<file path="config.mk">
export PLATFORM = sky130hd
export DESIGN_NAME = bgrh_to_8bit_bgr_requantizer
export DESIGN_NICKNAME = d
export VERILOG_FILES = /design/src/design/brq_pkg.sv /design/src/design/bgrh_to_8bit_bgr_requantizer.sv /design/src/design/brq_front.sv /design/src/design/brq_fifo.sv /design/src/design/brq_back.sv
export SDC_FILE = /design/constraint.sdc
export NUM_CORES = 1
export LEC_CHECK = 0
export BUFFER_PORTS_ARGS = -buffer_cell sky130_fd_sc_hd__buf_2
export CELL_PAD_IN_SITES_DETAIL_PLACEMENT = 1
export CELL_PAD_IN_SITES_GLOBAL_PLACEMENT = 1
export CORE_MARGIN = 2
export CORE_UTILIZATION = 50
export CTS_CLUSTER_DIAMETER = 120
export CTS_CLUSTER_SIZE = 10
export DETAILED_ROUTE_END_ITERATION = 6
export PLACE_DENSITY = 0.81
export REMOVE_ABC_BUFFERS = 1
export SLEW_MARGIN = 40
export SYNTH_ARGS = -nofsm -noshare
export SYNTH_HDL_FRONTEND = slang
export SYNTH_SLANG_ARGS = --single-unit
</file>
<file path="constraint.sdc">
create_clock -name i_clk -period 11.42 [get_ports i_clk]
set_clock_uncertainty 0.15 [all_clocks]
set_input_delay 0.571 -clock i_clk [delete_from_list [all_inputs] [get_ports i_clk]]
set_output_delay 0.571 -clock i_clk [all_outputs]
set_load 0.02 [all_outputs]
</file>
<file path="src/design/brq_pkg.sv">
// Shared types and constants for the BGR(H) to 8-bit BGR requantiser.
// No dependencies; imported by every module of the block.
package brq_pkg;

    localparam int SAMPLE_W = 16;
    localparam int G_W      = 16;
    localparam int MAX_W    = 15;
    localparam int OUT_W    = 8;
    localparam int NCH      = 3;

    // Channel order is blue, green, red throughout.
    localparam int CH_B = 0;
    localparam int CH_G = 1;
    localparam int CH_R = 2;

    localparam int CFG_IDX_W = 2;
    localparam logic [CFG_IDX_W-1:0] CFG_MAX_SAMPLE = 2'd0;
    localparam logic [CFG_IDX_W-1:0] CFG_ADD_H      = 2'd1;

    localparam logic [MAX_W-1:0] MAX_BYPASS = 15'd255;
    localparam logic [MAX_W-1:0] MAX_RST    = 15'd1023;
    localparam logic [MAX_W-1:0] RES_RST    = MAX_RST >> 1;

    // Divider: 27-bit dividend, 3 quotient bits per cycle.
    localparam int BITS_PER_STEP = 3;
    localparam int DIV_STEPS     = 9;
    localparam int DVD_W         = BITS_PER_STEP * DIV_STEPS;

    typedef logic [1:0] t_mode;
    localparam t_mode MODE_DIV    = 2'd0;
    localparam t_mode MODE_BYPASS = 2'd1;
    localparam t_mode MODE_ZERO   = 2'd2;

    typedef struct packed {
        logic                      frame_start;
        t_mode                     mode;
        logic [NCH-1:0][G_W-1:0]   g;
    } t_item;

endpackage

</file>
<file path="src/design/bgrh_to_8bit_bgr_requantizer.sv">
// Top level of the BGR(H) to 8-bit BGR requantiser with carried residues.
// Depends on brq_pkg, brq_front, brq_fifo and brq_back.
//
// Usage:
//   Input channel (i_in_valid / o_in_stall) takes one pixel per transfer:
//   frame flag, signed blue, green, red and offset samples. Output channel
//   (o_out_valid / i_out_stall) returns one 8-bit B,G,R result per pixel,
//   in order. Configuration (i_cfg_valid / o_cfg_ready, always ready) holds
//   index 0 = maximum sample, index 1 = offset add enable; other indexes are
//   ignored. Write only while the block is idle.
//   Timing: a pixel enters the queue in the cycle it is transferred. The
//   back end loads one queued pixel, runs the divider over a 27-bit
//   dividend, 3 quotient bits per step, and hands the result to the
//   output register; when the maximum is 255 or 0 it skips the divider.
//   Another pixel is taken only once that result is registered. The output
//   register holds a result while the receiver stalls; the queue of
//   QUEUE_DEPTH pixels then fills and o_in_stall rises once it is full.
//   Reset: maximum 1023, offset add off, all residues 511, queue and output
//   register empty.
module bgrh_to_8bit_bgr_requantizer #(
    parameter int QUEUE_DEPTH = 2
) (
    input  logic                                i_clk,
    input  logic                                i_rst_n,
    input  logic                                i_in_valid,
    output logic                                o_in_stall,
    input  logic                                i_frame_start,
    input  logic signed [brq_pkg::SAMPLE_W-1:0] i_blue_in,
    input  logic signed [brq_pkg::SAMPLE_W-1:0] i_green_in,
    input  logic signed [brq_pkg::SAMPLE_W-1:0] i_red_in,
    input  logic signed [brq_pkg::SAMPLE_W-1:0] i_offset_in,
    output logic                                o_out_valid,
    input  logic                                i_out_stall,
    output logic [brq_pkg::OUT_W-1:0]           o_blue_out,
    output logic [brq_pkg::OUT_W-1:0]           o_green_out,
    output logic [brq_pkg::OUT_W-1:0]           o_red_out,
    input  logic                                i_cfg_valid,
    output logic                                o_cfg_ready,
    input  logic [brq_pkg::CFG_IDX_W-1:0]       i_cfg_index,
    input  logic [brq_pkg::MAX_W-1:0]           i_cfg_data
);
    import brq_pkg::*;

    logic [MAX_W-1:0] r_max_sample;
    logic             r_add_h;

    t_item w_push_item;
    t_item w_head_item;
    logic  w_push;
    logic  w_pop;
    logic  w_full;
    logic  w_empty;

    assign o_cfg_ready = 1'b1;

    always_ff @(posedge i_clk) begin
        if (!i_rst_n) begin
            r_max_sample <= MAX_RST;
            r_add_h      <= 1'b0;
        end else if (i_cfg_valid && o_cfg_ready) begin
            case (i_cfg_index)
                CFG_MAX_SAMPLE: r_max_sample <= i_cfg_data;
                CFG_ADD_H:      r_add_h      <= i_cfg_data[0];
                default: ;
            endcase
        end
    end

    brq_front u_front (
        .i_in_valid    (i_in_valid),
        .i_frame_start (i_frame_start),
        .i_blue_in     (i_blue_in),
        .i_green_in    (i_green_in),
        .i_red_in      (i_red_in),
        .i_offset_in   (i_offset_in),
        .i_max_sample  (r_max_sample),
        .i_add_h       (r_add_h),
        .i_q_full      (w_full),
        .o_in_stall    (o_in_stall),
        .o_push        (w_push),
        .o_item        (w_push_item)
    );

    brq_fifo #(
        .DEPTH (QUEUE_DEPTH)
    ) u_fifo (
        .i_clk   (i_clk),
        .i_rst_n (i_rst_n),
        .i_push  (w_push),
        .i_item  (w_push_item),
        .i_pop   (w_pop),
        .o_item  (w_head_item),
        .o_full  (w_full),
        .o_empty (w_empty)
    );

    brq_back u_back (
        .i_clk        (i_clk),
        .i_rst_n      (i_rst_n),
        .i_item       (w_head_item),
        .i_q_empty    (w_empty),
        .o_pop        (w_pop),
        .i_max_sample (r_max_sample),
        .o_out_valid  (o_out_valid),
        .i_out_stall  (i_out_stall),
        .o_blue_out   (o_blue_out),
        .o_green_out  (o_green_out),
        .o_red_out    (o_red_out)
    );

endmodule

</file>
<file path="src/design/brq_front.sv">
// Front end: adds the offset sample when enabled, clamps negatives and classifies the pixel.
// Depends on brq_pkg.
module brq_front (
    input  logic                                i_in_valid,
    input  logic                                i_frame_start,
    input  logic signed [brq_pkg::SAMPLE_W-1:0] i_blue_in,
    input  logic signed [brq_pkg::SAMPLE_W-1:0] i_green_in,
    input  logic signed [brq_pkg::SAMPLE_W-1:0] i_red_in,
    input  logic signed [brq_pkg::SAMPLE_W-1:0] i_offset_in,
    input  logic [brq_pkg::MAX_W-1:0]           i_max_sample,
    input  logic                                i_add_h,
    input  logic                                i_q_full,
    output logic                                o_in_stall,
    output logic                                o_push,
    output brq_pkg::t_item                      o_item
);
    import brq_pkg::*;

    logic signed [SAMPLE_W-1:0] w_smp [NCH];
    logic signed [SAMPLE_W:0]   w_off;
    logic signed [SAMPLE_W:0]   w_sum [NCH];

    assign w_smp[CH_B] = i_blue_in;
    assign w_smp[CH_G] = i_green_in;
    assign w_smp[CH_R] = i_red_in;

    assign w_off = i_add_h ? {i_offset_in[SAMPLE_W-1], i_offset_in} : '0;

    always_comb begin
        for (int ch = 0; ch < NCH; ch++) begin
            w_sum[ch] = {w_smp[ch][SAMPLE_W-1], w_smp[ch]} + w_off;
            // sum of two samples peaks at 65534, so 16 bits hold it once clamped
            o_item.g[ch] = w_sum[ch][SAMPLE_W] ? '0 : w_sum[ch][G_W-1:0];
        end
        o_item.frame_start = i_frame_start;
        if (i_max_sample == MAX_BYPASS) begin
            o_item.mode = MODE_BYPASS;
        end else if (i_max_sample == '0) begin
            o_item.mode = MODE_ZERO;
        end else begin
            o_item.mode = MODE_DIV;
        end
    end

    assign o_in_stall = i_q_full;
    assign o_push     = i_in_valid && !i_q_full;

endmodule

</file>
<file path="src/design/brq_fifo.sv">
// Short queue of classified pixels between front and back end.
// Depends on brq_pkg.
module brq_fifo #(
    parameter int DEPTH = 2
) (
    input  logic           i_clk,
    input  logic           i_rst_n,
    input  logic           i_push,
    input  brq_pkg::t_item i_item,
    input  logic           i_pop,
    output brq_pkg::t_item o_item,
    output logic           o_full,
    output logic           o_empty
);
    import brq_pkg::*;

    localparam int AW = (DEPTH > 1) ? $clog2(DEPTH) : 1;
    localparam int CW = $clog2(DEPTH + 1);

    t_item           r_mem [DEPTH];
    logic [AW-1:0]   r_wr;
    logic [AW-1:0]   r_rd;
    logic [CW-1:0]   r_count;

    function automatic logic [AW-1:0] ptr_inc(logic [AW-1:0] p);
        return (p == AW'(DEPTH - 1)) ? '0 : p + 1'b1;
    endfunction

    always_ff @(posedge i_clk) begin
        if (!i_rst_n) begin
            r_wr    <= '0;
            r_rd    <= '0;
            r_count <= '0;
        end else begin
            if (i_push) begin
                r_wr <= ptr_inc(r_wr);
            end
            if (i_pop) begin
                r_rd <= ptr_inc(r_rd);
            end
            if (i_push && !i_pop) begin
                r_count <= r_count + 1'b1;
            end else if (i_pop && !i_push) begin
                r_count <= r_count - 1'b1;
            end
        end
    end

    always_ff @(posedge i_clk) begin
        if (i_push) begin
            r_mem[r_wr] <= i_item;
        end
    end

    assign o_item  = r_mem[r_rd];
    assign o_full  = (r_count == CW'(DEPTH));
    assign o_empty = (r_count == '0);

    a_count_bound: assert property (@(posedge i_clk) disable iff (!i_rst_n)
        r_count <= CW'(DEPTH))
        else $error("queue count beyond depth");
    a_no_overflow: assert property (@(posedge i_clk) disable iff (!i_rst_n)
        i_push |-> !o_full)
        else $error("push into full queue");
    a_no_underflow: assert property (@(posedge i_clk) disable iff (!i_rst_n)
        i_pop |-> !o_empty)
        else $error("pop from empty queue");

endmodule

</file>
<file path="src/design/brq_back.sv">
// Back end: per-channel residue state, three radix-8 restoring dividers and
// the output register. Depends on brq_pkg.
module brq_back (
    input  logic                      i_clk,
    input  logic                      i_rst_n,
    input  brq_pkg::t_item            i_item,
    input  logic                      i_q_empty,
    output logic                      o_pop,
    input  logic [brq_pkg::MAX_W-1:0] i_max_sample,
    output logic                      o_out_valid,
    input  logic                      i_out_stall,
    output logic [brq_pkg::OUT_W-1:0] o_blue_out,
    output logic [brq_pkg::OUT_W-1:0] o_green_out,
    output logic [brq_pkg::OUT_W-1:0] o_red_out
);
    import brq_pkg::*;

    localparam int CNT_W = $clog2(DIV_STEPS);

    localparam logic [1:0] ST_IDLE = 2'd0;
    localparam logic [1:0] ST_DIV  = 2'd1;
    localparam logic [1:0] ST_DONE = 2'd2;

    logic [1:0]           r_state;
    logic [CNT_W-1:0]     r_cnt;
    logic                 r_out_valid;
    t_mode                r_mode;
    logic [MAX_W-1:0]     r_dvs;
    logic [MAX_W-1:0]     r_residue [NCH];
    logic [MAX_W-1:0]     r_rem     [NCH];
    logic [DVD_W-1:0]     r_dvd     [NCH];
    logic [DVD_W-1:0]     r_quo     [NCH];
    logic [OUT_W-1:0]     r_res     [NCH];
    logic [OUT_W-1:0]     r_out     [NCH];

    logic [MAX_W-1:0]     w_ld_res  [NCH];
    logic [DVD_W-1:0]     w_ld_dvd  [NCH];
    logic [MAX_W-1:0]     w_step_rem [NCH];
    logic [DVD_W-1:0]     w_step_quo [NCH];
    logic                 w_load;
    logic                 w_last;
    logic                 w_out_load;

    function automatic logic [OUT_W-1:0] sat8(logic [DVD_W-1:0] v);
        return (|v[DVD_W-1:OUT_W]) ? '1 : v[OUT_W-1:0];
    endfunction

    function automatic logic [OUT_W-1:0] sat_g(logic [G_W-1:0] v);
        return (|v[G_W-1:OUT_W]) ? '1 : v[OUT_W-1:0];
    endfunction

    assign w_load     = (r_state == ST_IDLE) && !i_q_empty;
    assign w_last     = (r_state == ST_DIV) && (r_cnt == CNT_W'(DIV_STEPS - 1));
    assign w_out_load = (r_state == ST_DONE) && (!r_out_valid || !i_out_stall);
    assign o_pop      = w_load;

    // residue after any frame restart, and g*255 + residue
    always_comb begin
        for (int ch = 0; ch < NCH; ch++) begin
            w_ld_res[ch] = i_item.frame_start ? (i_max_sample >> 1) : r_residue[ch];
            w_ld_dvd[ch] = ({3'b0, i_item.g[ch], 8'b0} - {11'b0, i_item.g[ch]})
                         + {12'b0, w_ld_res[ch]};
        end
    end

    // three restoring steps per cycle; partial remainder stays below the divisor
    always_comb begin
        logic [MAX_W:0]           t;
        logic [MAX_W-1:0]         rem;
        logic [BITS_PER_STEP-1:0] qb;
        t   = '0;
        rem = '0;
        qb  = '0;
        for (int ch = 0; ch < NCH; ch++) begin
            rem = r_rem[ch];
            for (int k = 0; k < BITS_PER_STEP; k++) begin
                t = {rem, r_dvd[ch][DVD_W-1-k]};
                if (t >= {1'b0, r_dvs}) begin
                    t = t - {1'b0, r_dvs};
                    qb[BITS_PER_STEP-1-k] = 1'b1;
                end else begin
                    qb[BITS_PER_STEP-1-k] = 1'b0;
                end
                rem = t[MAX_W-1:0];
            end
            w_step_rem[ch] = rem;
            w_step_quo[ch] = {r_quo[ch][DVD_W-BITS_PER_STEP-1:0], qb};
        end
    end

    always_ff @(posedge i_clk) begin
        if (!i_rst_n) begin
            r_state     <= ST_IDLE;
            r_cnt       <= '0;
            r_out_valid <= 1'b0;
            for (int ch = 0; ch < NCH; ch++) begin
                r_residue[ch] <= RES_RST;
            end
        end else begin
            if (w_out_load) begin
                r_out_valid <= 1'b1;
            end else if (!i_out_stall) begin
                r_out_valid <= 1'b0;
            end
            case (r_state)
                ST_IDLE: begin
                    r_cnt <= '0;
                    if (w_load) begin
                        case (i_item.mode)
                            MODE_DIV: begin
                                r_state <= ST_DIV;
                            end
                            MODE_BYPASS: begin
                                for (int ch = 0; ch < NCH; ch++) begin
                                    r_residue[ch] <= w_ld_res[ch];
                                end
                                r_state <= ST_DONE;
                            end
                            default: begin
                                // zero maximum: divide-by-zero clears the residue
                                for (int ch = 0; ch < NCH; ch++) begin
                                    r_residue[ch] <= '0;
                                end
                                r_state <= ST_DONE;
                            end
                        endcase
                    end
                end
                ST_DIV: begin
                    r_cnt <= r_cnt + 1'b1;
                    if (w_last) begin
                        for (int ch = 0; ch < NCH; ch++) begin
                            r_residue[ch] <= w_step_rem[ch];
                        end
                        r_state <= ST_DONE;
                    end
                end
                ST_DONE: begin
                    if (w_out_load) begin
                        r_state <= ST_IDLE;
                    end
                end
                default: begin
                    r_state <= ST_IDLE;
                end
            endcase
        end
    end

    always_ff @(posedge i_clk) begin
        if (w_load) begin
            r_mode <= i_item.mode;
            r_dvs  <= i_max_sample;
            for (int ch = 0; ch < NCH; ch++) begin
                r_rem[ch] <= '0;
                r_quo[ch] <= '0;
                r_dvd[ch] <= w_ld_dvd[ch];
                r_res[ch] <= (i_item.mode == MODE_BYPASS) ? sat_g(i_item.g[ch]) : '1;
            end
        end else if (r_state == ST_DIV) begin
            for (int ch = 0; ch < NCH; ch++) begin
                r_rem[ch] <= w_step_rem[ch];
                r_quo[ch] <= w_step_quo[ch];
                r_dvd[ch] <= r_dvd[ch] << BITS_PER_STEP;
                if (w_last) begin
                    r_res[ch] <= sat8(w_step_quo[ch]);
                end
            end
        end
        if (w_out_load) begin
            for (int ch = 0; ch < NCH; ch++) begin
                r_out[ch] <= r_res[ch];
            end
        end
    end

    assign o_out_valid = r_out_valid;
    assign o_blue_out  = r_out[CH_B];
    assign o_green_out = r_out[CH_G];
    assign o_red_out   = r_out[CH_R];

    a_cnt_bound: assert property (@(posedge i_clk) disable iff (!i_rst_n)
        (r_state == ST_DIV) |-> (r_cnt < CNT_W'(DIV_STEPS)))
        else $error("divider ran past its last step");
    a_residue_lt_max: assert property (@(posedge i_clk) disable iff (!i_rst_n)
        (r_state == ST_DONE && r_mode == MODE_DIV && r_dvs != '0)
        |-> (r_residue[CH_B] < r_dvs && r_residue[CH_G] < r_dvs
             && r_residue[CH_R] < r_dvs))
        else $error("carried residue not below the maximum");
    a_out_hold: assert property (@(posedge i_clk) disable iff (!i_rst_n)
        (r_out_valid && i_out_stall)
        |=> (r_out_valid && $stable(r_out[CH_B]) && $stable(r_out[CH_G])
             && $stable(r_out[CH_R])))
        else $error("stalled result changed");

endmodule

</file>
# Word-level counts from Yosys, hierarchy flattened
# Memories as Yosys holds them, arrays and structs flattened. A register that Yosys moved wholly into a read port is not among the register bits.
# Cells that the tools add are included.
classes:
  div_mod_pow: 0
  addsub: 23
  mux: 97
  n_reduce_logical: 30
  n_lt_le_gt_ge: 9
  mul: 0
  eq_ne: 11
  shift: 0
  n_bitwise: 21
ops:
  columns: ["cell", "count"]
  rows:
  - ["$mux W15", 24]
  - ["$mux W27", 6]
  - ["$ge A16 B15 Y1", 9]
  - ["$sub A15 B15 Y15", 9]
  - ["$mux W8", 12]
  - ["$add A27 B15 Y27", 3]
  - ["$sub A24 B16 Y25", 3]
  - ["$reduce_or A19 Y1", 3]
  - ["$add A17 B17 Y17", 3]
  - ["$mux W16", 3]
  - ["$mux W1", 41]
  - ["$reduce_or A8 Y1", 3]
  - ["$or A1 B1 Y1", 21]
  - ["$mux W17", 1]
  - ["$mux W2", 8]
  - ["$eq A15 B8 Y1 const B", 1]
  - ["$logic_not A15 Y1", 1]
  - ["$logic_not A2 Y1", 4]
  - ["$pmux W4 S2", 1]
  - ["$eq A2 B1 Y1 const B", 3]
  - ["$logic_and A1 B1 Y1", 6]
  - ["$logic_not A1 Y1", 6]
  - ["$ne A2 B1 Y1 const B", 3]
  - ["$pmux W2 S3", 1]
  - ["12 further kinds", 16]
totals:
  ram_bits: 402
  romBits: 0
  latchBits: 0
  out_inout_bits: 27
  mem_count: 7
  regBits: 42
mem_list:
  columns: ["memory", "words", "word_bits", "rd", "rd_clocked_by_memory_dff", "write_ports", "line", "source"]
  rows:
  - ["u_fifo.r_mem", 2, 51, 1, 1, 1, "brq_fifo.sv:20", "t_item r_mem [DEPTH];"]
  - ["u_back.r_dvd", 3, 27, 3, 0, 3, "brq_back.sv:31", "logic [DVD_W-1:0] r_dvd [NCH];"]
  - ["u_back.r_quo", 3, 27, 3, 0, 3, "brq_back.sv:32", "logic [DVD_W-1:0] r_quo [NCH];"]
  - ["u_back.r_rem", 3, 15, 3, 0, 3, "brq_back.sv:30", "logic [MAX_W-1:0] r_rem [NCH];"]
  - ["u_back.r_residue", 3, 15, 3, 0, 3, "brq_back.sv:29", "logic [MAX_W-1:0] r_residue [NCH];"]
  - ["u_back.r_out", 3, 8, 3, 0, 3, "brq_back.sv:34", "logic [OUT_W-1:0] r_out [NCH];"]
  - ["+1 memories", null, null, null, null, null, null, null]

# Depth between registers and ports, before layout
# Gate-level depths: netlist of run 1.
logic_depth:
  word_depth: 10
  ltp_mapped: 36
  ltp_nobuf: 34

# Cells and area by module
# From an unflattened synthesis of run 1, not the netlist that was laid out.
hier_totals:
  cells_unflattened: 3641
  hier_area_um2: 34142.7
modules_own_cells:
  columns: ["mod", "cells_each", "area_each_um2", "seq_area_each_um2", "n_inst"]
  rows:
  - ["brq_back", 2810, 25764.7, 9328.9, 1]
  - ["brq_fifo", 181, 3893.7, 3163.0, 1]
  - ["brq_front", 576, 3764.9, 0.0, 1]
  - ["bgrh_to_8bit_bgr_requantizer", 74, 719.4, 320.3, 1]

# Worst setup path before layout of run 1
# No wires, ideal clock.
synth_path:
  kind: "register to register"
  start: "register u_back.r_dvs[1]"
  end: "memory u_back.r_residue[1][0] (netlist: u_back.r_residue[0][15]) (data pin)"
  slack_ns: 3.000
  arrival_ns: 8.116
  setup_ns: 0.154
  period_less_slack_ns: 8.420
  path_stages_with_launch: 32
  path_cell_list: "edfxtp_1 > inv_1 > fa_1 > a21o_1 > a21oi_1 > a21oi_1 > o21ai_0 > clkbuf_1 > clkbuf_1 > mux2_2 > ha_1 > nor2b_1 > o31a_1 > o21ai_0 > a21o_1 > a31oi_1 > a211oi_1 > and2_1 > clkbuf_1 > clkbuf_1 > o21ai_0 > ha_1 > nor2b_1 > o21a_1 > o21ai_0 > a21oi_1 > a211oi_1 > or2_2 > buf_1 > a31oi_1 > mux2_2 > o22ai_1"
synth_lines:
  columns: ["element", "line", "source"]
  rows:
  - ["from (decl)", "brq_back.sv:28", "logic [MAX_W-1:0] r_dvs;"]
  - ["from (signal assigned)", "brq_back.sv:153", "r_dvs <= i_max_sample;"]
  - ["to (decl)", "brq_back.sv:29", null]

==> results_dict.tcl, run 1 <==
set metrics [dict create \
    status "completed" \
    synth_cell_types 93 \
    root_buffer "clkbuf_16" \
    dr.pass1.iters 5 \
    grt_max_degree 93 \
    hold_buffers 0 \
    fin_area_um2 34800 \
    yosysTopAreaCellShare_pct 38.5 \
    fin_setup_tns_ns 0 \
    r2r_end "u_back.r_residue[0][12]" \
    fin_nets 3781 \
    drive_gt1_share_pct 8.83 \
    vias 26688 \
    yosysMostFrequentCell "edfxtp_1" \
    r2r_slack_ns 1.54 \
    yosys.area.top_type "edfxtp_1" \
    grt_setup_unrepaired "no" \
    core_um2 63000 \
    ant_nets 0 \
    htree_levels 2 \
    fmax_mhz 101 \
    fp.dieW_um 256 \
    clkTransAtPathRegs_ns 0.06 \
    slew_headroom_pct 42.0 \
    synth_area_leaders "edfxtp_1 (39%), ha_1 (10%), nor2_1 (4.1%), xnor2_1 (4.1%), a21oi_1 (3.7%)" \
    netlist_area_um2 31800 \
    grtUsageTotal_pct 31.3 \
    place_congestion 0.938 \
    ys_warn_count 0 \
    cts_tree "done" \
    ys_seq_area_share_pct 40.3 \
    cts_sinks 436 \
    end_kind "flip-flop" \
    numCtsBuffers 49 \
    critPathRequiredTime_ns 11.58 \
    crit_fanout 17 \
    drc_errors 0 \
    hold_path.class "input pin to flip-flop" \
    worst_pin_slew_ns 0.848 \
    hold-path-cell-count 3 \
    synthArstFlopShare_pct 0 \
    cts_setup_buffers 0 \
    hold_viol 0 \
    grt_pass1_wl_um 162000 \
    maxSlewViolCount 0 \
    dp_hpwl_um 79200 \
    maxCapViolCount 0 \
    drt_iter0_markers 2338 \
    synthToLayoutAreaGrowth_pct 9.31 \
    port_buffers 112 \
    synth_seq_cells 436 \
    synth_edf_count 408 \
    cts_buffer_depth 3 \
    die_y_um 256 \
    crit_slowest_cell "edfxtp_1" \
    reg2regPathDepth 29 \
    wl_um 104000 \
    fin_crit_ns 9.88 \
    rows 92 \
    critPathLaunchType "flip-flop" \
    synthCells 3324 \
    avgSynthCellArea_um2 9.56 \
    insertion_delay_ns 0.62 \
    io_pins 114 \
    avgViaCountPerCell 6.22 \
    die_area_um2 65600 \
    hold_end "r_max_sample[5]" \
    reg2reg_from "u_back.r_dvs[0]" \
    critPathMaxStageDelay_ns 0.70 \
    routedWlPerCell_um 24.3 \
    synth-main-ff-cell "edfxtp_1" \
    post_cts_resized 0 \
    start_util_pct 50.5 \
    fin_crit_sh_pct 86.6 \
    grt_pass1_vias 28081 \
    hold_start "i_cfg_data[5]" \
    grt.overflow.total 0 \
    worst_ep_arrival_time_ns 10.04 \
    antenna_found_initial 0 \
    synthTopCellsByCount "edfxtp_1 (408), nor2_1 (349), nand2_1 (308), ha_1 (258), a21oi_1 (234)" \
    final-setup-viol-count 0 \
    placed_cell_area_um2 33400 \
    crit_type "flip-flop to flip-flop" \
]
[state kept, by name, summed over array words and instances (netlist names), 4 cells and up, named ones only]
signal / flops
u_back.r_out: 24
u_back.r_residue: 45
u_fifo.r_mem: 102
u_back.r_res: 24
u_back.r_dvs: 15
r_max_sample: 15
u_back.r_quo: 72
u_back.r_cnt: 4
u_back.r_rem: 45
u_back.r_dvd: 81
[final cells by class]
| type | count | area [um^2] |
|---|---|---|
| Antenna cell | 1 | 2.50 |
| Clock buffer | 70 | 1310 |
| Clock inverter | 4 | 71.3 |
| Fill cell | 7132 | 28200 |
| Inverter | 148 | 556 |
| Multi-Input combinational cell | 2641 | 18100 |
| Sequential cell | 436 | 12800 |
| Tap cell | 846 | 1060 |
| Timing Repair Buffer | 145 | 827 |
[worst max path at each step]
stage	from	endpoint	cells after the start
global route	u_back.r_dvs[1]	u_back.r_residue[0][12]	31
finish	u_back.r_dvs[0]	u_back.r_residue[0][12]	29
floorplan	u_back.r_dvs[1]	u_back.r_residue[0][15]	28
global placement	u_back.r_dvs[0]	u_back.r_residue[0][0]	29
CTS	u_back.r_dvs[1]	u_back.r_residue[0][12]	29
detailed placement	u_back.r_dvs[1]	u_back.r_residue[0][5]	29
[metal layers]
metal	wire length [um]	vias up	global-route usage [%]
met4	3780	0	11.2
met3	6460	189	4.31
li1	-	12425	-
met1	45300	13203	42.1
met2	48600	871	51.7
met5	0	-	0
[layout by cell type (no fill, tap or decap), types with 21 or more instances in the layout]
master     instances
edfxtp_1         408
nor2_1           347
nand2_1          306
ha_1             258
a21oi_1          233
o21ai_0          172
xnor2_1          148
inv_1            146
buf_2            112
and2_1           105
xor2_1            95
mux2i_1           90
nor3_1            79
a21o_1            74
nand3_1           51
o21a_1            49
clkbuf_16         49
nor2b_1           45
mux2_2            42
nand2b_1          41
a211oi_1          41
o22ai_1           39
nand4_1           38
nor4_1            33
buf_4             29
o31ai_1           28
dfxtp_1           27
or3_1             24
o21bai_1          21
clkbuf_1          21
[metrics by stage]
step                      std cells  hold WS, ns  setup slack, ns  utilization, %
after floorplan                3225        0.250             1.26               -
after global placement         4215        0.255             1.96            52.9
after detailed placement       4216        0.257             1.82            53.0
after CTS                      4290      0.00203             1.65            55.2
after global routing           4290       0.0282             1.07            55.2
final                          4291       0.0245             1.54            55.2
[worst max-delay path: cells and delay by family (launching register included)]
| kind | cells | cell delay [ns] |
|---|---|---|
| AO/OA/AOI/OAI | 18 | 4.88 |
| adder cells (fa/ha/maj) | 4 | 1.37 |
| multiplexers | 3 | 1.27 |
| AND/OR/NAND/NOR | 3 | 1.10 |
| flip-flops | 1 | 0.70 |
| buffers and inverters | 1 | 0.06 |
[cell families (layout without fill, tap and decap cells)]
logic type,count (synthesis),after routing,synth area share (%)
and+or+nand+nor,1146,1146,17.1
AOI/OAI and AO/OA,841,841,17.2
DFF,436,436,40.3
adders and majority gates,273,273,11.1
buffers and inverters,247,367,3.08
xor gates and xnor gates,243,243,6.69
muxes,137,137,4.52
other,1,2,0.0118
Power of run 1 is left out: the tool's default activity adds up to more than one toggle a clock period on the data nets, which glitch-free logic cannot reach.
==> run 2: changes to the inputs <==
- CELL_PAD_IN_SITES_DETAIL_PLACEMENT: 1 -> 0
==> run 2 against run 1 <==
Flip-flop and latch count unchanged; worst hold slack improved by 0.012 ns; design area about the same; final cell count about the same; critical path type unchanged; critical endpoint is now u_back.r_residue[0][14].
==> results_dict.tcl, run 2 (synthesized netlist as in run 1, its figures left out) <==
set metrics [dict create \
    largest_registers "u_fifo.r_mem x102, u_back.r_dvd x81, u_back.r_quo x72" \
    worst_pin_slew_ns 0.917 \
    cts_buffer_depth 3 \
    crit_slowest_cell "edfxtp_1" \
    hold_end "r_max_sample[5]" \
    grt_max_degree 93 \
    reg2reg_from "u_back.r_dvs[0]" \
    core_um2 63000 \
    largest_register "u_fifo.r_mem" \
    insertion_delay_ns 0.62 \
    drive_gt1_share_pct 8.80 \
    status "completed" \
    drt_iter0_markers 2387 \
    antenna_found_initial 1 \
    fin_crit_sh_pct 84.0 \
    htree_levels 2 \
    fp.dieW_um 256 \
    fin_nets 3781 \
    io_pins 114 \
    grt_pass1_wl_um 141000 \
    hold_start "i_cfg_data[5]" \
    final_cell_mix "edfxtp_1 (408), nor2_1 (347), nand2_1 (306)" \
    r2r_slack_ns 1.83 \
    fin_crit_ns 9.59 \
    dr.pass1.iters 6 \
    end_kind "flip-flop" \
    root_buffer "clkbuf_16" \
    numCtsBuffers 49 \
    drc_errors 0 \
    synthToLayoutAreaGrowth_pct 9.33 \
    maxCapViolCount 0 \
    cts_sinks 436 \
    grtUsageTotal_pct 27.2 \
    worst_ep_arrival_time_ns 9.77 \
    maxSlewViolCount 0 \
    slew_headroom_pct 38.0 \
    avgViaCountPerCell 6.02 \
    cts_tree "done" \
    vias 25833 \
    r2r_end "u_back.r_residue[0][14]" \
    hold_viol 0 \
    ant_nets 0 \
    die_area_um2 65600 \
    port_buffers 112 \
    critPathMaxStageDelay_ns 0.70 \
    critPathRequiredTime_ns 11.60 \
    clkTransAtPathRegs_ns 0.06 \
    hold_buffers 0 \
    post_cts_resized 0 \
    cts_setup_buffers 0 \
    dp_hpwl_um 69500 \
    crit_fanout 17 \
    fmax_mhz 104 \
    hold-path-cell-count 3 \
    layout_commonest_cell "edfxtp_1" \
    grt_pass1_vias 24753 \
    cp-startpoint "u_back.r_dvs[0]" \
    critPathLaunchType "flip-flop" \
    start_util_pct 50.5 \
    crit_type "flip-flop to flip-flop" \
    reg2regPathDepth 29 \
    final-setup-viol-count 0 \
    routedWlPerCell_um 21.3 \
    largest_reg_flops 102 \
    wl_um 91200 \
    fin_setup_tns_ns 0 \
    grt.overflow.total 0 \
    grt_setup_unrepaired "no" \
    hold_path.class "input pin to flip-flop" \
    rows 92 \
    die_y_um 256 \
    place_congestion 0.938 \
]
[run 2: changes by cell type in the layout (fill, tap and decap cells not counted), sizes merged]
cell and delta:
clkbuf -2
[run 2: worst max path at each step]
stage / endpoint
2_1_floorplan: u_back.r_residue[0][15]
3_3_place_gp: u_back.r_residue[0][0]
3_5_place_dp: u_back.r_residue[0][2]
4_1_cts: u_back.r_residue[0][2]
5_1_grt: u_back.r_residue[0][2]
6_report: u_back.r_residue[0][14]
[run 2: layer usage]
layer / GRT usage [%] / part of all wire (%)
met1: 39.6 / 47
met2: 42.4 / 44
met3: 3.44 / 6.6
met4: 7.60 / 2.7
met5: 0 / 0
[run 2: area by class of cell]
| type | count | area, um^2 |
|---|---|---|
| Multi-Input combinational cell | 2641 | 18100 |
| Clock buffer | 68 | 1300 |
| Antenna cell | 1 | 2.50 |
| Fill cell | 5657 | 28200 |
| Timing Repair Buffer | 145 | 823 |
| Sequential cell | 436 | 12800 |
| Inverter | 148 | 556 |
| Tap cell | 846 | 1060 |
| Clock inverter | 4 | 96.3 |
[run 2: worst max-delay path, delay by kind of cell, from the launching register on]
family	cells	cell delay (ns)
muxes	3	1.25
buffers and inverters	1	0.06
adders and majority gates	4	1.39
and+or+nand+nor	3	1.04
DFF	1	0.70
AOI/OAI and AO/OA	18	4.71
[run 2: stage by stage]
step           util [%]  instance area (um^2)  hold WS, ns  std cells  worst slack, ns
3_3_place_gp       52.9                 33300        0.255       4215             1.96
4_1_cts            55.2                 34800       0.0162       4288             1.87
3_5_place_dp       53.0                 33400        0.255       4216             1.95
5_1_grt            55.2                 34800       0.0275       4288             1.30
2_1_floorplan         -                 31400        0.250       3225             1.26
6_report           55.2                 34800       0.0362       4289             1.83
Power of run 2 is left out for the same reason.
